===== src/rtl/mrp_pkg.sv =====
package mrp_pkg;

  // Field widths
  localparam int BYTE_W    = 8;
  localparam int ARG_NUM_W = 10;
  localparam int ERR_W     = 2;
  localparam int CNT_W     = 11;
  localparam int LEN_W     = 30;

  // Default limits
  localparam int MAX_DIGITS_DEF = 10;
  localparam int MAX_ARGS_DEF   = 1024;

  // Register reset values
  localparam logic [CNT_W-1:0] MAX_ARG_COUNT_RST   = 11'd1024;
  localparam logic [LEN_W-1:0] MAX_BULK_LENGTH_RST = 30'd536870912;

  // Configuration register indexes
  localparam logic REG_MAX_ARG_COUNT   = 1'b0;
  localparam logic REG_MAX_BULK_LENGTH = 1'b1;

  // Error codes
  localparam logic [ERR_W-1:0] ERR_NONE  = 2'd0;
  localparam logic [ERR_W-1:0] ERR_LEAD  = 2'd1;
  localparam logic [ERR_W-1:0] ERR_LEN   = 2'd2;
  localparam logic [ERR_W-1:0] ERR_COUNT = 2'd3;

  // Framing characters
  localparam logic [BYTE_W-1:0] CH_STAR   = 8'h2A;
  localparam logic [BYTE_W-1:0] CH_DOLLAR = 8'h24;
  localparam logic [BYTE_W-1:0] CH_LF     = 8'h0A;
  localparam logic [BYTE_W-1:0] CH_CR     = 8'h0D;
  localparam logic [BYTE_W-1:0] CH_ZERO   = 8'h30;
  localparam logic [BYTE_W-1:0] CH_NINE   = 8'h39;

  // Trailing bytes after each argument
  localparam logic [LEN_W-1:0] TRAIL_LEN = 30'd2;

  // Parser phases
  typedef enum logic [6:0] {
    PH_HEADER = 7'b0000001,
    PH_RESYNC = 7'b0000010,
    PH_COUNT  = 7'b0000100,
    PH_LEAD   = 7'b0001000,
    PH_LENGTH = 7'b0010000,
    PH_DATA   = 7'b0100000,
    PH_TRAIL  = 7'b1000000
  } phase_t;

endpackage


===== src/rtl/multibulk_request_parser.sv =====
// Channel  Direction  Handshake           Beat
// in       sink       in_valid/in_stall   in_byte
// out      source     out_valid/out_stall data_byte, payload_valid, arg_number,
//                                         arg_end, command_end, error_code
// cfg      sink       cfg_valid/cfg_ready cfg_index, cfg_data
//
// One byte per cycle sustained unless out_stall holds a full result register:
// a byte sits in the input register, then one parse step writes the state and
// the result register, which drives the outputs.
// rst (synchronous) returns the parser to waiting for a command header.
// in_stall rises only while a byte waits behind a stalled, full result register.
module multibulk_request_parser #(
  parameter int MAX_DIGITS = mrp_pkg::MAX_DIGITS_DEF,
  parameter int MAX_ARGS   = mrp_pkg::MAX_ARGS_DEF
) (
  input  logic                           clk,
  input  logic                           rst,
  input  logic                           in_valid,
  output logic                           in_stall,
  input  logic [mrp_pkg::BYTE_W-1:0]     in_byte,
  output logic                           out_valid,
  input  logic                           out_stall,
  output logic [mrp_pkg::BYTE_W-1:0]     data_byte,
  output logic                           payload_valid,
  output logic [mrp_pkg::ARG_NUM_W-1:0]  arg_number,
  output logic                           arg_end,
  output logic                           command_end,
  output logic [mrp_pkg::ERR_W-1:0]      error_code,
  input  logic                           cfg_valid,
  output logic                           cfg_ready,
  input  logic                           cfg_index,
  input  logic [mrp_pkg::LEN_W-1:0]      cfg_data
);
  import mrp_pkg::*;

  localparam int DIG_W = $clog2(MAX_DIGITS + 1);
  localparam logic [DIG_W-1:0] DigMax = DIG_W'(MAX_DIGITS);
  localparam logic [16:0] MaxArgsW = 17'(MAX_ARGS);
  localparam int NUM_W = LEN_W + 4;

  // Configuration registers
  logic [CNT_W-1:0] max_arg_count;
  logic [LEN_W-1:0] max_bulk_length;

  // Input register
  logic              in_full;
  logic [BYTE_W-1:0] in_reg;

  // Parse state
  phase_t            phase, phase_next;
  logic [LEN_W-1:0]  number_value, number_value_next;
  logic [DIG_W-1:0]  digit_count, digit_count_next;
  logic              number_frozen, number_frozen_next;
  logic [CNT_W-1:0]  args_remaining, args_remaining_next;
  logic [ARG_NUM_W-1:0] arg_position, arg_position_next;
  logic [LEN_W-1:0]  bytes_remaining, bytes_remaining_next;

  // Step results
  logic                 res_valid;
  logic [BYTE_W-1:0]    res_byte;
  logic                 res_pv;
  logic [ARG_NUM_W-1:0] res_argn;
  logic                 res_aend;
  logic                 res_cend;
  logic [ERR_W-1:0]     res_err;

  logic              step;
  logic [CNT_W-1:0]  count_limit;
  logic [LEN_W-1:0]  num_limit;
  logic              is_digit;
  logic [NUM_W-1:0]  num_acc;
  logic              num_fail;
  logic [LEN_W-1:0]  bytes_dec;

  // Parse step runs when the result register is free or draining
  assign step      = in_full && !(out_valid && out_stall);
  assign in_stall  = in_full && !step;
  assign cfg_ready = 1'b1;

  // Configuration writes
  always_ff @(posedge clk) begin
    if (rst) begin
      max_arg_count   <= MAX_ARG_COUNT_RST;
      max_bulk_length <= MAX_BULK_LENGTH_RST;
    end else if (cfg_valid) begin
      unique case (cfg_index)
        REG_MAX_ARG_COUNT:   max_arg_count   <= cfg_data[CNT_W-1:0];
        REG_MAX_BULK_LENGTH: max_bulk_length <= cfg_data;
        default: ;
      endcase
    end
  end

  // Input register
  always_ff @(posedge clk) begin
    if (rst) begin
      in_full <= 1'b0;
    end else if (!in_stall) begin
      in_full <= in_valid;
    end
  end

  always_ff @(posedge clk) begin
    if (in_valid && !in_stall) begin
      in_reg <= in_byte;
    end
  end

  // Limit in force and decimal accumulation
  assign count_limit = ({6'd0, max_arg_count} < MaxArgsW) ? max_arg_count : CNT_W'(MAX_ARGS);
  assign num_limit   = (phase == PH_COUNT) ? {{(LEN_W-CNT_W){1'b0}}, count_limit}
                                           : max_bulk_length;
  assign is_digit    = (in_reg >= CH_ZERO) && (in_reg <= CH_NINE);
  assign num_acc     = ({4'd0, number_value} << 3) + ({4'd0, number_value} << 1)
                     + {{(NUM_W-4){1'b0}}, in_reg[3:0]};
  assign num_fail    = is_digit && !number_frozen &&
                       ((digit_count >= DigMax) || (num_acc > {4'd0, num_limit}));
  assign bytes_dec   = bytes_remaining - LEN_W'(1);

  // Parse step
  always_comb begin
    phase_next           = phase;
    number_value_next    = number_value;
    digit_count_next     = digit_count;
    number_frozen_next   = number_frozen;
    args_remaining_next  = args_remaining;
    arg_position_next    = arg_position;
    bytes_remaining_next = bytes_remaining;
    res_valid = 1'b0;
    res_byte  = '0;
    res_pv    = 1'b0;
    res_argn  = '0;
    res_aend  = 1'b0;
    res_cend  = 1'b0;
    res_err   = ERR_NONE;

    unique case (phase)
      PH_HEADER, PH_RESYNC: begin
        if (in_reg == CH_STAR) begin
          phase_next         = PH_COUNT;
          number_value_next  = '0;
          digit_count_next   = '0;
          number_frozen_next = 1'b0;
        end else if (phase == PH_HEADER) begin
          phase_next = PH_RESYNC;
          res_valid  = 1'b1;
          res_err    = ERR_LEAD;
        end
      end
      PH_COUNT, PH_LENGTH: begin
        if (in_reg == CH_LF) begin
          number_value_next  = '0;
          digit_count_next   = '0;
          number_frozen_next = 1'b0;
          if (phase == PH_COUNT) begin
            if (number_value == '0) begin
              phase_next = PH_HEADER;
            end else begin
              args_remaining_next = number_value[CNT_W-1:0];
              arg_position_next   = '0;
              phase_next          = PH_LEAD;
            end
          end else begin
            if (number_value == '0) begin
              bytes_remaining_next = TRAIL_LEN;
              phase_next           = PH_TRAIL;
            end else begin
              bytes_remaining_next = number_value;
              phase_next           = PH_DATA;
            end
          end
        end else if (num_fail) begin
          phase_next           = PH_RESYNC;
          args_remaining_next  = '0;
          arg_position_next    = '0;
          bytes_remaining_next = '0;
          number_value_next    = '0;
          digit_count_next     = '0;
          number_frozen_next   = 1'b0;
          res_valid            = 1'b1;
          res_err              = (phase == PH_COUNT) ? ERR_COUNT : ERR_LEN;
        end else if (in_reg == CH_CR) begin
          // carriage returns leave the number untouched
        end else if (!is_digit) begin
          number_frozen_next = 1'b1;
        end else if (!number_frozen) begin
          number_value_next = num_acc[LEN_W-1:0];
          digit_count_next  = digit_count + DIG_W'(1);
        end
      end
      PH_LEAD: begin
        number_value_next  = '0;
        digit_count_next   = '0;
        number_frozen_next = 1'b0;
        if (in_reg == CH_DOLLAR) begin
          phase_next = PH_LENGTH;
        end else begin
          phase_next           = PH_RESYNC;
          args_remaining_next  = '0;
          arg_position_next    = '0;
          bytes_remaining_next = '0;
          res_valid            = 1'b1;
          res_err              = ERR_LEAD;
        end
      end
      PH_DATA: begin
        res_valid = 1'b1;
        res_byte  = in_reg;
        res_pv    = 1'b1;
        res_argn  = arg_position;
        if (bytes_dec == '0) begin
          bytes_remaining_next = TRAIL_LEN;
          phase_next           = PH_TRAIL;
        end else begin
          bytes_remaining_next = bytes_dec;
        end
      end
      PH_TRAIL: begin
        bytes_remaining_next = bytes_dec;
        if (bytes_dec == '0) begin
          res_valid = 1'b1;
          res_argn  = arg_position;
          res_aend  = 1'b1;
          if (args_remaining <= CNT_W'(1)) begin
            res_cend            = 1'b1;
            args_remaining_next = '0;
            arg_position_next   = '0;
            phase_next          = PH_HEADER;
          end else begin
            args_remaining_next = args_remaining - CNT_W'(1);
            arg_position_next   = arg_position + ARG_NUM_W'(1);
            phase_next          = PH_LEAD;
          end
        end
      end
      default: phase_next = PH_RESYNC;
    endcase
  end

  // Parse state registers
  always_ff @(posedge clk) begin
    if (rst) begin
      phase           <= PH_HEADER;
      number_value    <= '0;
      digit_count     <= '0;
      number_frozen   <= 1'b0;
      args_remaining  <= '0;
      arg_position    <= '0;
      bytes_remaining <= '0;
    end else if (step) begin
      phase           <= phase_next;
      number_value    <= number_value_next;
      digit_count     <= digit_count_next;
      number_frozen   <= number_frozen_next;
      args_remaining  <= args_remaining_next;
      arg_position    <= arg_position_next;
      bytes_remaining <= bytes_remaining_next;
    end
  end

  // Result register
  always_ff @(posedge clk) begin
    if (rst) begin
      out_valid <= 1'b0;
    end else if (step) begin
      out_valid <= res_valid;
    end else if (!out_stall) begin
      out_valid <= 1'b0;
    end
  end

  always_ff @(posedge clk) begin
    if (step && res_valid) begin
      data_byte     <= res_byte;
      payload_valid <= res_pv;
      arg_number    <= res_argn;
      arg_end       <= res_aend;
      command_end   <= res_cend;
      error_code    <= res_err;
    end
  end

endmodule


===== config.mk =====
export PLATFORM = sky130hd
export DESIGN_NAME = multibulk_request_parser
export DESIGN_NICKNAME = d
export VERILOG_FILES = /design/src/rtl/mrp_pkg.sv /design/src/rtl/multibulk_request_parser.sv
export SDC_FILE = /design/constraint.sdc
export NUM_CORES = 1
export LEC_CHECK = 0
export BUFFER_PORTS_ARGS = -buffer_cell sky130_fd_sc_hd__buf_2
export CORE_UTILIZATION = 50
export CTS_CLUSTER_SIZE = 40
export DETAILED_ROUTE_END_ITERATION = 10
export PLACE_DENSITY = 0.82
export SLEW_MARGIN = 0
export SYNTH_ARGS = -nofsm -noshare
export SYNTH_HDL_FRONTEND = slang
export SYNTH_SLANG_ARGS = --single-unit

===== constraint.sdc =====
create_clock -name clk -period 5.4 [get_ports clk]
set_input_delay 0.54 -clock clk [delete_from_list [all_inputs] [get_ports clk]]
set_output_delay 0.54 -clock clk [all_outputs]
set_load 0.05 [all_outputs]

==> impl_metrics.ini <==
[layout]
post-route-util_pct = 61.3
final_common_cell = nand2_1
drive_gt1_share_pct = 19.2
final_nets = 1626
reg_top3 = bytes_remaining: 30 flops, max_bulk_length: 30 flops, number_value: 30 flops
layout_common_cells = nand2_1, dfxtp_1, a21oi_1, nor2_1, buf_4
num_antenna_cells = 0
area_growth_pct = 20.3
fin_area_sq_um = 13400

[logic_synthesis]
synthCells = 1362
synth_top_family_by_area = simple AND/OR/NAND/NOR gates
synth.area.mux_share_pct = 0.911
syn_area_sq_um = 11100
ys_dominant_reg_cell = dfxtp_1
synth_compound_area_share_pct = 22.1
yosys.area_share.adder_pct = 11.2
yosys.area_share.xor_xnor_pct = 3.47
synth_seq_area_share_pct = 32.9
yosysWarningCount = 0
syn_avg_cell_area_sq_um = 8.16
synth-async-reset-ratio_pct = 0
synth-edff-count = 31
synth-simple-area-share_pct = 25.6
synth.top_cell.area_share_pct = 24.5
yosysUniqueCellTypes = 85
synth_nets = 1504
yosys_register_bits = 167
synth_area_leaders = dfxtp_1, ha_1, edfxtp_1
yosysTopAreaCell = dfxtp_1

[routing]
drt-initial-drc-count = 1255
drt_wl_total_mm = 32.2
drt-pass1-iter-count = 6
drt-vias-per-instance = 6.30
drc = 0
vias = 11197
wl_per_cell_microns = 18.1
drtAntennaViolNets = 0

[outcome]
violations = negative setup slack
status = complete, but fails checks

[sta]
rsz0062_at_grt = yes
finalWorstSetupSlack_ns = -0.0420
fin_skew_ns = 0.0114
tightest_slew_ns = 1.24
clock.fmax_mhz = 184
setup_viol = 24
timing.final.crit_share_pct = 101
fin_crit_ns = 5.44
finalHoldViolCount = 0
slew_viol_final = 0
slew_headroom_pct = 17.0

[floorplan]
die_y_microns = 151
boundaryPins = 70
die_area_sq_um = 22800
die_w_microns = 151
rows = 54
core_area_sq_um = 21800
start_util_pct = 51.0

[clock_network]
cts_tree = yes
cts_buffer_depth = 2
htree_levels = 4
clock-root-buffer = clkbuf_16
clock_latency_ns = 0.44
clkSinkCount = 167
cts_buffers = 17
cts.clk_slew.worst_paths_ns = 0.07

[global_routing]
global_route.usage.met2_pct = 44.1
use_met1_pct = 35.7
grt_pass1_wl_mm = 49.4
grt-ovfl-total = 0
grt_pass1_vias = 10060
grt_max_degree = 66
top_usage_layer = met2
use_met3_pct = 5.00
antenna_found_initial = 0
grt_usage_pct = 27.2

[setup_path]
crit_family = compound AO/OA/AOI/OAI gates
critPathLaunchType = register
worstPathMaxFanout = 6
worst_path_largest_cell_delay_ns = 0.43
path_common_cell = buf_4
critPathArrivalTime_ns = 5.65
critical_path_class = register to register
cpMaxStageDelayCell = fa_1
crit_required_ns = 5.61
crit_chain = inv_2 -> fa_1 -> buf_4 -> fa_2 -> nor2b_4 -> o2111ai_4 -> a211oi_2 -> buf_4 -> o31ai_2 -> nand2b_1 -> a31oi_2 -> xnor2_1 -> ha_1 -> and3_1 -> a221oi_2 -> o22ai_1 -> o31ai_1 -> nand3_1 -> buf_4 -> o31ai_4 -> nor2_1 -> o211ai_1 -> inv_2 -> clkbuf_16
critPathBufInv = 6
ff2ff_setup_slack_ns = -0.04
cp-end-kind = register

[power_and_ir_drop]
cellPowerDensity_nw_per_um2 = 219
vdd_drop_max_mv = 0.200
leakage_nw = 5.56

[place]
place_ws_ns = -0.187
io_buffers = 68
place_congestion = 0.935
placed_area_sq_um = 12200
hpwlAfterDp_mm = 21.3

[hold_path]
hold_path.class = input pin to register

[flow_run]
drv_cap = 0
## synth_stat cells, drive strengths merged (21+ instances only)
library cell  count
nand2           208
dfxtp           136
a21oi           133
nor2             99
ha               96
o21ai            72
clkbuf           60
inv              34
nor3             32
edfxtp           31
nor4             31
a22o             28
a211oi           26
nand3            26
xnor2            23
and2             21
nor2b            21
xor2             21
## timing repair
action | 4_1_cts | 5_1_grt
endpoints found under the setup margin | 116 | 116
hold buffers | 0 | 0
resized for setup | 24 | 51
setup buffers | 11 | 14
pin swaps | 14 | 59
endpoints found under the hold margin | 0 | 0
cloned | 2 | 4
## cell type report
cell class / count / area, sq um
timing repair buffer: 176 / 1330
sequential: 167 / 3660
clock inverter: 14 / 159
fill: 1802 / 8440
tap: 280 / 350
clock buffer: 18 / 439
inverter: 34 / 128
multi-input combinational: 1088 / 7310
## power by group
part	leakage (nW)	switching, mW	internal, mW	total [mW]
Combinational	3.89	0.243	0.127	0.371
Clock	0.288	0.594	0.632	1.23
Sequential	1.38	0.0263	1.31	1.34
## worst paths after layout
path,startpoint,to,cells past startpoint
worst max-delay path,in_reg[3],data_byte[2],24
worst min-delay path,in_byte[6],in_reg[6],1
worst max register to register,in_reg[3],data_byte[2],24
worst min register to register,max_bulk_length[10],max_bulk_length[10],2
## logic make-up (layout without fill, tap and decap cells)
group | count (synthesis) | in the layout
muxes | 10 | 10
xor gates and xnor gates | 44 | 44
and+or+nand+nor | 558 | 558
buffers and inverters | 108 | 242
other | 1 | 1
AOI/OAI and AO/OA | 376 | 377
DFF | 167 | 167
adders and majority gates | 98 | 98
## metrics by stage
stage                     hold WS [ns]  total power, mW  TNS, ns  std cells
after floorplan                  0.432             1.61        0       1362
after global placement           0.440             1.69   -0.313       1716
after detailed placement         0.444             1.70    -6.00       1716
after CTS                        0.263             2.91        0       1761
after global routing             0.259             3.03   -12.83       1777
final                            0.273             2.93   -0.487       1777
## per-layer routing
layer,vias to the layer above,part of all wire (%)
met3,115,6.9
met2,557,47
met1,5250,43
li1,5275,-
met5,-,0
met4,0,3.5
Power figures use the tool's default switching activity.
